--- config.mk ---
export PLATFORM = sky130hd
export DESIGN_NAME = midi_clock_tick_scheduler
export DESIGN_NICKNAME = d
export VERILOG_FILES = /design/src/rtl/mcts_pkg.sv /design/src/rtl/mcts_offset.sv /design/src/rtl/midi_clock_tick_scheduler.sv
export SDC_FILE = /design/constraint.sdc
export NUM_CORES = 2
export LEC_CHECK = 0
export BUFFER_PORTS_ARGS = -buffer_cell sky130_fd_sc_hd__buf_2
export CORE_MARGIN = 4
export CORE_UTILIZATION = 40
export DETAILED_ROUTE_END_ITERATION = 10
export GPL_ROUTABILITY_DRIVEN = 0
export GPL_TIMING_DRIVEN = 0
export HOLD_SLACK_MARGIN = 0.1
export PLACE_DENSITY = 0.62
export SETUP_SLACK_MARGIN = 0.15
export SLEW_MARGIN = 15
export SYNTH_ARGS = -nofsm -noshare
export SYNTH_HDL_FRONTEND = slang
export SYNTH_SLANG_ARGS = --single-unit
--- constraint.sdc ---
create_clock -name i_clk -period 6.61 [get_ports i_clk]
set_input_delay 1.322 -clock i_clk [delete_from_list [all_inputs] [get_ports i_clk]]
set_output_delay 1.322 -clock i_clk [all_outputs]
set_load 0.01 [all_outputs]
--- src/rtl/mcts_pkg.sv ---
// Package for the MIDI clock tick scheduler: item types, codes and widths.
// Used by mcts_offset, midi_clock_tick_scheduler and the testbench; depends on nothing.
package mcts_pkg;

    // Tick interval precision and tick cap
    localparam int FRAC_BITS  = 16;
    localparam int MAX_TICKS  = 32;
    localparam int TICK_CNT_W = $clog2(MAX_TICKS + 1);

    // Field widths
    localparam int TIME_W  = 64;
    localparam int TEMPO_W = 20;
    localparam int COUNT_W = 32;
    localparam int LOOK_W  = 30;
    localparam int REM_W   = TEMPO_W + 1;

    // 60 s / 24 ticks in ns, times 1000 for milli-BPM: 2.5e12 fits in 42 bits
    localparam logic [63:0] NS_PER_TICK = 64'd2500000000000;
    localparam int WHOLE_W = 42;
    localparam int Q_W     = WHOLE_W + FRAC_BITS;
    localparam int PROD_W  = TIME_W + FRAC_BITS;
    localparam logic [Q_W-1:0] DIVIDEND = Q_W'(NS_PER_TICK) << FRAC_BITS;
    localparam int CYC_W   = $clog2((Q_W > COUNT_W) ? Q_W : COUNT_W);

    localparam logic [LOOK_W-1:0] LOOKAHEAD_RESET = LOOK_W'(200000000);

    // Transport event codes
    localparam logic [2:0] MODE_START    = 3'd0;
    localparam logic [2:0] MODE_CONTINUE = 3'd1;
    localparam logic [2:0] MODE_STOP     = 3'd2;
    localparam logic [2:0] MODE_TEMPO    = 3'd3;
    localparam logic [2:0] MODE_PUMP     = 3'd4;

    // MIDI realtime status bytes
    localparam logic [7:0] ST_TICK     = 8'hF8;
    localparam logic [7:0] ST_START    = 8'hFA;
    localparam logic [7:0] ST_CONTINUE = 8'hFB;
    localparam logic [7:0] ST_STOP     = 8'hFC;

    typedef struct packed {
        logic [2:0]         mode;
        logic [TIME_W-1:0]  event_time_ns;
        logic [TEMPO_W-1:0] bpm_milli;
    } t_in_item;

    typedef struct packed {
        logic [7:0]        status_byte;
        logic [TIME_W-1:0] message_time_ns;
        logic              last;
    } t_out_item;

    // Request to the offset unit
    typedef struct packed {
        logic [COUNT_W-1:0] count;
        logic [TEMPO_W-1:0] tempo;
    } t_off_req;

endpackage

--- src/rtl/mcts_offset.sv ---
// Bit-serial tick offset unit: interval = 2.5e12/tempo in fixed point, then count * interval.
// Depends on mcts_pkg.
module mcts_offset
    import mcts_pkg::*;
(
    input  logic                i_clk,
    input  logic                i_rst_n,
    input  logic                i_start,
    input  t_off_req            i_req,
    output logic                o_done,
    output logic [Q_W-1:0]      o_q,
    output logic [PROD_W-1:0]   o_prod
);

    typedef enum logic [1:0] {U_IDLE, U_DIV, U_MUL} t_ustate;

    t_ustate             r_state;
    logic                r_done;
    logic [CYC_W-1:0]    r_cyc;
    logic [Q_W-1:0]      r_q;
    logic [REM_W-1:0]    r_rem;
    logic [TEMPO_W-1:0]  r_tempo;
    logic [COUNT_W-1:0]  r_n;
    logic [PROD_W-1:0]   r_prod;

    logic [REM_W-1:0]    trial;
    logic                ge;

    // One restoring step: bring down the next dividend bit
    assign trial = {r_rem[REM_W-2:0], r_q[Q_W-1]};
    assign ge    = (trial >= {1'b0, r_tempo});

    always_ff @(posedge i_clk) begin
        if (!i_rst_n) begin
            r_state <= U_IDLE;
            r_done  <= 1'b0;
            r_cyc   <= '0;
        end else begin
            // flag the last multiply step
            r_done <= (r_state == U_MUL) && (r_cyc == CYC_W'(COUNT_W - 1));
            case (r_state)
                U_IDLE: begin
                    if (i_start) begin
                        r_q     <= DIVIDEND;
                        r_rem   <= '0;
                        r_tempo <= i_req.tempo;
                        r_n     <= i_req.count;
                        r_cyc   <= '0;
                        r_state <= U_DIV;
                    end
                end
                U_DIV: begin
                    // shift dividend out, quotient bits in
                    r_rem <= ge ? (trial - {1'b0, r_tempo}) : trial;
                    r_q   <= {r_q[Q_W-2:0], ge};
                    if (r_cyc == CYC_W'(Q_W - 1)) begin
                        r_cyc   <= '0;
                        r_prod  <= '0;
                        r_state <= U_MUL;
                    end else begin
                        r_cyc <= r_cyc + 1'b1;
                    end
                end
                U_MUL: begin
                    // shift-add, count MSB first, product kept modulo 2^PROD_W
                    r_prod <= {r_prod[PROD_W-2:0], 1'b0}
                              + (r_n[COUNT_W-1] ? PROD_W'(r_q) : '0);
                    r_n    <= {r_n[COUNT_W-2:0], 1'b0};
                    if (r_cyc == CYC_W'(COUNT_W - 1)) begin
                        r_state <= U_IDLE;
                    end else begin
                        r_cyc <= r_cyc + 1'b1;
                    end
                end
                default: r_state <= U_IDLE;
            endcase
        end
    end

    assign o_done = r_done;
    assign o_q    = r_q;
    assign o_prod = r_prod;

endmodule

--- src/rtl/midi_clock_tick_scheduler.sv ---
// Top level of the MIDI 24-PPQN clock tick scheduler; instantiates mcts_offset.
// Depends on mcts_pkg.
//
// Start, continue and stop each give one message, loaded into the output
// register from S_EMIT once that register is free, after which the next
// transaction can be taken; set tempo gives none. A pump computes the tick
// interval by a bit-serial divider and the offset of the next tick by a
// bit-serial multiplier; a pump with a pending tempo change on a nonzero old
// tempo, and no pending continue, runs this pair twice. Each tick then passes
// through S_CALC and S_CHK, and the receiver may stall any message. One
// transaction is worked on at a time; a finished message waits in the output
// register while the next transaction is taken.
module midi_clock_tick_scheduler
    import mcts_pkg::*;
(
    input  logic              i_clk,
    input  logic              i_rst_n,
    input  logic              i_in_valid,
    output logic              o_in_stall,
    input  t_in_item          i_in_data,
    output logic              o_out_valid,
    input  logic              i_out_stall,
    output t_out_item         o_out_data,
    input  logic              i_cfg_valid,
    output logic              o_cfg_ready,
    input  logic [LOOK_W-1:0] i_cfg_data
);

    typedef enum logic [2:0] {S_IDLE, S_EMIT, S_OLD, S_NEW, S_CALC, S_CHK} t_state;

    t_state               r_state;
    logic [LOOK_W-1:0]    r_lookahead;
    logic                 r_running;
    logic [TEMPO_W-1:0]   r_tempo;
    logic [TEMPO_W-1:0]   r_anchored;
    logic [TIME_W-1:0]    r_anchor;
    logic [COUNT_W-1:0]   r_next;
    logic                 r_cont_p;
    logic                 r_tempo_p;

    logic [7:0]           r_status;
    logic [TIME_W-1:0]    r_now;
    logic [TIME_W-1:0]    r_horizon;
    logic [TIME_W-1:0]    r_kept;
    logic [Q_W-1:0]       r_q;
    logic [PROD_W-1:0]    r_acc;
    logic [TIME_W-1:0]    r_t;
    logic [TIME_W-1:0]    r_pend;
    logic                 r_have;
    logic [TICK_CNT_W-1:0] r_cnt;

    logic                 r_out_valid;
    t_out_item            r_out;

    logic                 r_off_start;
    t_off_req             r_off_req;
    logic                 off_done;
    logic [Q_W-1:0]       off_q;
    logic [PROD_W-1:0]    off_prod;
    logic [TIME_W-1:0]    off_ns;

    logic                 accept;
    logic                 out_free;
    logic                 tick_ok;
    logic                 emit;
    logic                 off_go;

    mcts_offset u_offset (
        .i_clk   (i_clk),
        .i_rst_n (i_rst_n),
        .i_start (r_off_start),
        .i_req   (r_off_req),
        .o_done  (off_done),
        .o_q     (off_q),
        .o_prod  (off_prod)
    );

    assign off_ns   = off_prod[PROD_W-1:FRAC_BITS];
    assign accept   = i_in_valid && (r_state == S_IDLE);
    assign out_free = !r_out_valid || !i_out_stall;
    assign tick_ok  = (r_cnt < TICK_CNT_W'(MAX_TICKS)) && !(r_t > r_horizon);

    // Load the output register from a transport message or a held tick
    assign emit   = out_free && ((r_state == S_EMIT) || ((r_state == S_CHK) && r_have));
    // Kick the offset unit on a live pump, and again after the old-tempo pass
    assign off_go = (accept && (i_in_data.mode == MODE_PUMP) && r_running
                     && (r_tempo != '0))
                    || ((r_state == S_OLD) && off_done);

    always_ff @(posedge i_clk) begin
        if (!i_rst_n) begin
            r_state     <= S_IDLE;
            r_lookahead <= LOOKAHEAD_RESET;
            r_running   <= 1'b0;
            r_tempo     <= '0;
            r_anchored  <= '0;
            r_anchor    <= '0;
            r_next      <= '0;
            r_cont_p    <= 1'b0;
            r_tempo_p   <= 1'b0;
            r_out_valid <= 1'b0;
            r_off_start <= 1'b0;
            r_have      <= 1'b0;
            r_cnt       <= '0;
        end else begin
            r_off_start <= off_go;
            r_out_valid <= emit || (r_out_valid && i_out_stall);

            // configuration write
            if (i_cfg_valid)
                r_lookahead <= i_cfg_data;

            case (r_state)
                S_IDLE: begin
                    if (accept) begin
                        r_now <= i_in_data.event_time_ns;
                        case (i_in_data.mode)
                            MODE_START: begin
                                r_tempo    <= i_in_data.bpm_milli;
                                r_anchored <= i_in_data.bpm_milli;
                                r_anchor   <= i_in_data.event_time_ns;
                                r_next     <= '0;
                                r_cont_p   <= 1'b0;
                                r_tempo_p  <= 1'b0;
                                r_running  <= 1'b1;
                                r_status   <= ST_START;
                                r_state    <= S_EMIT;
                            end
                            MODE_CONTINUE: begin
                                r_tempo   <= i_in_data.bpm_milli;
                                r_cont_p  <= 1'b1;
                                r_running <= 1'b1;
                                r_status  <= ST_CONTINUE;
                                r_state   <= S_EMIT;
                            end
                            MODE_STOP: begin
                                r_running <= 1'b0;
                                r_status  <= ST_STOP;
                                r_state   <= S_EMIT;
                            end
                            MODE_TEMPO: begin
                                r_tempo   <= i_in_data.bpm_milli;
                                r_tempo_p <= 1'b1;
                            end
                            MODE_PUMP: begin
                                if (r_running && (r_tempo != '0)) begin
                                    r_horizon <= i_in_data.event_time_ns
                                                 + TIME_W'(r_lookahead);
                                    r_kept      <= r_anchor;
                                    r_off_req.count <= r_next;
                                    // old-tempo offset first when a tempo change is pending
                                    if (!r_cont_p && r_tempo_p && (r_anchored != '0)) begin
                                        r_off_req.tempo <= r_anchored;
                                        r_state         <= S_OLD;
                                    end else begin
                                        r_off_req.tempo <= r_tempo;
                                        r_state         <= S_NEW;
                                    end
                                end
                            end
                            default: ;
                        endcase
                    end
                end
                S_EMIT: begin
                    if (out_free) begin
                        r_out.status_byte     <= r_status;
                        r_out.message_time_ns <= r_now;
                        r_out.last            <= 1'b1;
                        r_state <= S_IDLE;
                    end
                end
                S_OLD: begin
                    // hold the next tick's time under the old tempo
                    if (off_done) begin
                        r_kept          <= r_anchor + off_ns;
                        r_off_req.tempo <= r_tempo;
                        r_state         <= S_NEW;
                    end
                end
                S_NEW: begin
                    if (off_done) begin
                        r_q   <= off_q;
                        r_acc <= off_prod;
                        if (r_cont_p) begin
                            r_cont_p <= 1'b0;
                            r_anchor <= r_now - off_ns;
                        end else if (r_tempo_p) begin
                            r_tempo_p <= 1'b0;
                            r_anchor  <= r_kept - off_ns;
                        end
                        r_anchored <= r_tempo;
                        r_cnt      <= '0;
                        r_have     <= 1'b0;
                        r_state    <= S_CALC;
                    end
                end
                S_CALC: begin
                    r_t     <= r_anchor + r_acc[PROD_W-1:FRAC_BITS];
                    r_state <= S_CHK;
                end
                S_CHK: begin
                    // each tick is held in r_pend until the next is known, so that the final one carries last
                    if (tick_ok) begin
                        if (!r_have || out_free) begin
                            if (r_have) begin
                                r_out.status_byte     <= ST_TICK;
                                r_out.message_time_ns <= r_pend;
                                r_out.last            <= 1'b0;
                            end
                            r_pend  <= r_t;
                            r_have  <= 1'b1;
                            r_acc   <= r_acc + PROD_W'(r_q);
                            r_next  <= r_next + 1'b1;
                            r_cnt   <= r_cnt + 1'b1;
                            r_state <= S_CALC;
                        end
                    end else if (!r_have) begin
                        r_state <= S_IDLE;
                    end else if (out_free) begin
                        r_out.status_byte     <= ST_TICK;
                        r_out.message_time_ns <= r_pend;
                        r_out.last            <= 1'b1;
                        r_have  <= 1'b0;
                        r_state <= S_IDLE;
                    end
                end
                default: r_state <= S_IDLE;
            endcase
        end
    end

    assign o_in_stall  = (r_state != S_IDLE);
    assign o_out_valid = r_out_valid;
    assign o_out_data  = r_out;
    assign o_cfg_ready = 1'b1;

endmodule

==> reports/results.ini <==
[pwr]
power.internal_w=0.0110
p_leak_nw=27.5
power_frac_comb=0.122
power.density_mw_per_mm2=224
pwr-share-clk=0.411
swShare=0.262
seqPwrFrac=0.467
p_switching_w=0.00392
ir_worst_vdd_mv=0.239

[placed_design]
portBuffers=189
post-dp-hpwl_mm=138
dp_slack_ps=378

[synthesis]
yosys-top-cells-area=edfxtp_1 40%, ha_1 9.0%, dfxtp_1 6.4%
yosysUniqueCellTypes=87
yosysTopAreaCell=edfxtp_1
synth_enable_flop_cells=791
syn_area_mm2=0.0593
netlist_instances=5893
yosysSeqAreaShare=0.465
avgSynthCellArea_um2=10.1
yosysWarnings=0
yosysTopAreaCellShare=0.401
ys_ff_latch=981
yosys_most_used_dff=edfxtp_1
async_flop_share=0

[routing]
antenna_left=0
viasPerCell=5.58
routedWlPerCell_um=21.4
route.vias.total=45900
dr.first_iter.drc_count=3896
wirelength_mm=176
drt_first_pass_iters=5
drc_errors=0

[floorplan]
die_area_mm2=0.154
initial_core_util=0.405
ios=198
core.rowCount=140
core_mm2=0.146
die_h_um=393
die_w_um=393

[timing]
final.setup.worst_slack_ps=354
slew_viol_final=0
finalCriticalPeriod_ps=6260
final.setup_skew_ps=36.1
fmax_mhz=160
period_share=0.946
rsz0062_at_grt=false
worst_pin_slew_ps=1310
setup_viol=0
slew_headroom=0.126
setup-tns-final_ps=0
hold_viol=0

[hold_path]
hold_path_class=flop to flop
holdPathStages=0

[worst_setup_path]
critPathRequiredTime_ps=7250
cp-start-kind=flop
worstPathCellList=clkbuf_1 -> clkbuf_2 -> mux2i_1 -> ha_1 -> fa_1 -> nor2b_1 -> o31a_1 -> o21ai_1 -> a2111oi_0 -> o211ai_1 -> nand3_1 -> a2bb2oi_2 -> a311oi_2 -> o31a_1 -> xor2_1 -> a211oi_1
crit_arrival_ps=6900
max_stage_delay_ps=950
critPathCaptureType=flop
worstRegToRegCells=16
cpMostUsedCell=o31a_1
worst_path_max_delay_cell=a2111oi_0
cp_max_fo=10
path_class=flop to flop

[grt]
grt_max_degree=58
grt_pass1_wl_mm=263
grt_remaining_overflow=0
grt_pass1_vias=44200
antenna_found_initial=22
grt_use_total=0.222

[clock_network]
holdBufCountCts=0
clockBufferDepth=3
cts_made_buffers=105
clock_latency_ps=750
cts-htree-levels=3
post_cts_buffers=0
root_buffer=clkbuf_16
clk_pin_slew_ps=60
cts_resized=0
cts_tree=done
cts_sinks=981

[layout]
nets=6770
nFillCells=13800
drive_gt1_frac=0.0907
syn_to_final_growth_pct=12.6

[outcome]
outcome=complete, no violations

[run]
cap_violations=0

-- sequential cells by signal (all words and copies together) (netlist names), 20 cells and up --
name              flops
o_out_data           68
r_acc                80
r_anchor             64
r_anchored           20
r_horizon            64
r_kept               64
r_lookahead          30
r_next               32
r_now                64
r_off_req            52
r_pend               64
r_q                  58
r_t                  64
r_tempo              20
u_offset.o_prod      80
u_offset.o_q         58
u_offset.r_n         32
u_offset.r_rem       20
u_offset.r_tempo     20
-- worst paths after layout --
path / startpoint / slack [ps] / end
worst max-delay path: r_cont_p / 350 / r_anchor[56]
worst min-delay path: r_off_req[13] / 420 / u_offset.r_tempo[13]
worst max register to register: r_cont_p / 350 / r_anchor[56]
worst min register to register: r_off_req[13] / 420 / u_offset.r_tempo[13]
-- logic make-up after synthesis --
logic type               count (synthesis)  synth area share
multiplexers                           188            0.0342
XOR/XNOR                               422            0.0625
AND/OR/NAND/NOR                       1854             0.149
buffers and inverters                  504            0.0328
AO/OA/AOI/OAI                         1510             0.164
flip-flops                             981             0.465
other                                    1         0.0000633
adder cells (fa/ha/maj)                433            0.0923
-- power groups by stage --
stage / clock network, W / logic, W / registers, W
after CTS: 0.00625 / 0.00181 / 0.00698
after floorplan: 0 / 0.00127 / 0.00705
after global placement: 0 / 0.00174 / 0.00714
final: 0.00615 / 0.00183 / 0.00699
after detailed placement: 0 / 0.00180 / 0.00711
after global routing: 0.00649 / 0.00202 / 0.00700
-- Yosys cell counts, types with 51 or more instances --
library cell,count
o211ai_1,62
nand3_1,136
a21oi_1,408
dfxtp_1,190
inv_1,256
nand2b_1,58
xor2_1,195
o21bai_1,54
nand4_1,110
clkbuf_1,208
mux2i_1,72
and2_1,132
nor2_1,340
a31oi_1,51
a21o_1,258
o211a_1,52
nor3_1,67
and3_1,75
ha_1,426
mux2_2,116
nand2_1,711
edfxtp_1,791
xnor2_1,226
nor2b_1,110
o21ai_0,317
-- final cells by class --
class                           count  area, um^2  share of cell area
Multi-Input combinational cell   4413       29900               0.447
Clock buffer                      125        2760              0.0414
Buffer                            248        1000              0.0150
Clock inverter                     71         795              0.0119
Tap cell                         1917        2400              0.0359
Sequential cell                   981       27600               0.413
Inverter                          256         963              0.0144
Antenna cell                       16        40.0            0.000600
Timing Repair Buffer              210        1390              0.0207
-- routing by layer --
metal | global-route usage | vias up | routed length, um
met4 | 0.0924 | 2 | 7280
met5 | 0 | - | 13
li1 | - | 22200 | -
met3 | 0.0295 | 342 | 12600
met1 | 0.302 | 21800 | 76800
met2 | 0.357 | 1608 | 79500
-- cell usage in the layout (no fill, tap or decap), drive strengths merged, types with 43 or more instances in the layout --
cell | netlist | final
ha | 426 | 426
a21oi | 411 | 411
nand4 | 110 | 110
nand3 | 136 | 136
inv | 256 | 263
and2 | 135 | 135
nand2 | 711 | 711
o211ai | 62 | 62
dfxtp | 190 | 190
mux2i | 72 | 72
nand2b | 58 | 58
nor2 | 340 | 340
o21ai | 361 | 361
xnor2 | 226 | 226
o211a | 52 | 52
xor2 | 196 | 196
mux2 | 116 | 116
edfxtp | 791 | 791
a21o | 258 | 258
clkbuf | 208 | 333
buf | 40 | 250
nor3 | 67 | 67
clkinv | 0 | 43
o21bai | 54 | 54
o21a | 47 | 47
and3 | 75 | 75
nor2b | 110 | 110
a31oi | 51 | 51
-- worst max-delay path: cells and delay by family (launching register included) --
family                     cells  cell delay [ps]
and+or+nand+nor                2              510
AOI/OAI and AO/OA              8             2770
muxes                          1              160
adders and majority gates      2              650
xor gates and xnor gates       1              140
DFF                            1              590
buffers and inverters          2             1330
-- stage by stage --
step           hold WS, ps  instance area, um^2  utilization  instances  total power [W]
6_report               417                66800        0.456       8237           0.0150
3_3_place_gp           403                62600        0.428       8004          0.00888
5_1_grt                420                66700        0.456       8230           0.0155
4_1_cts                413                66700        0.456       8221           0.0150
3_5_place_dp           405                63200        0.431       8025          0.00892
2_1_floorplan          400                59300            -       5898          0.00832
(Power assumes the default switching activity.)
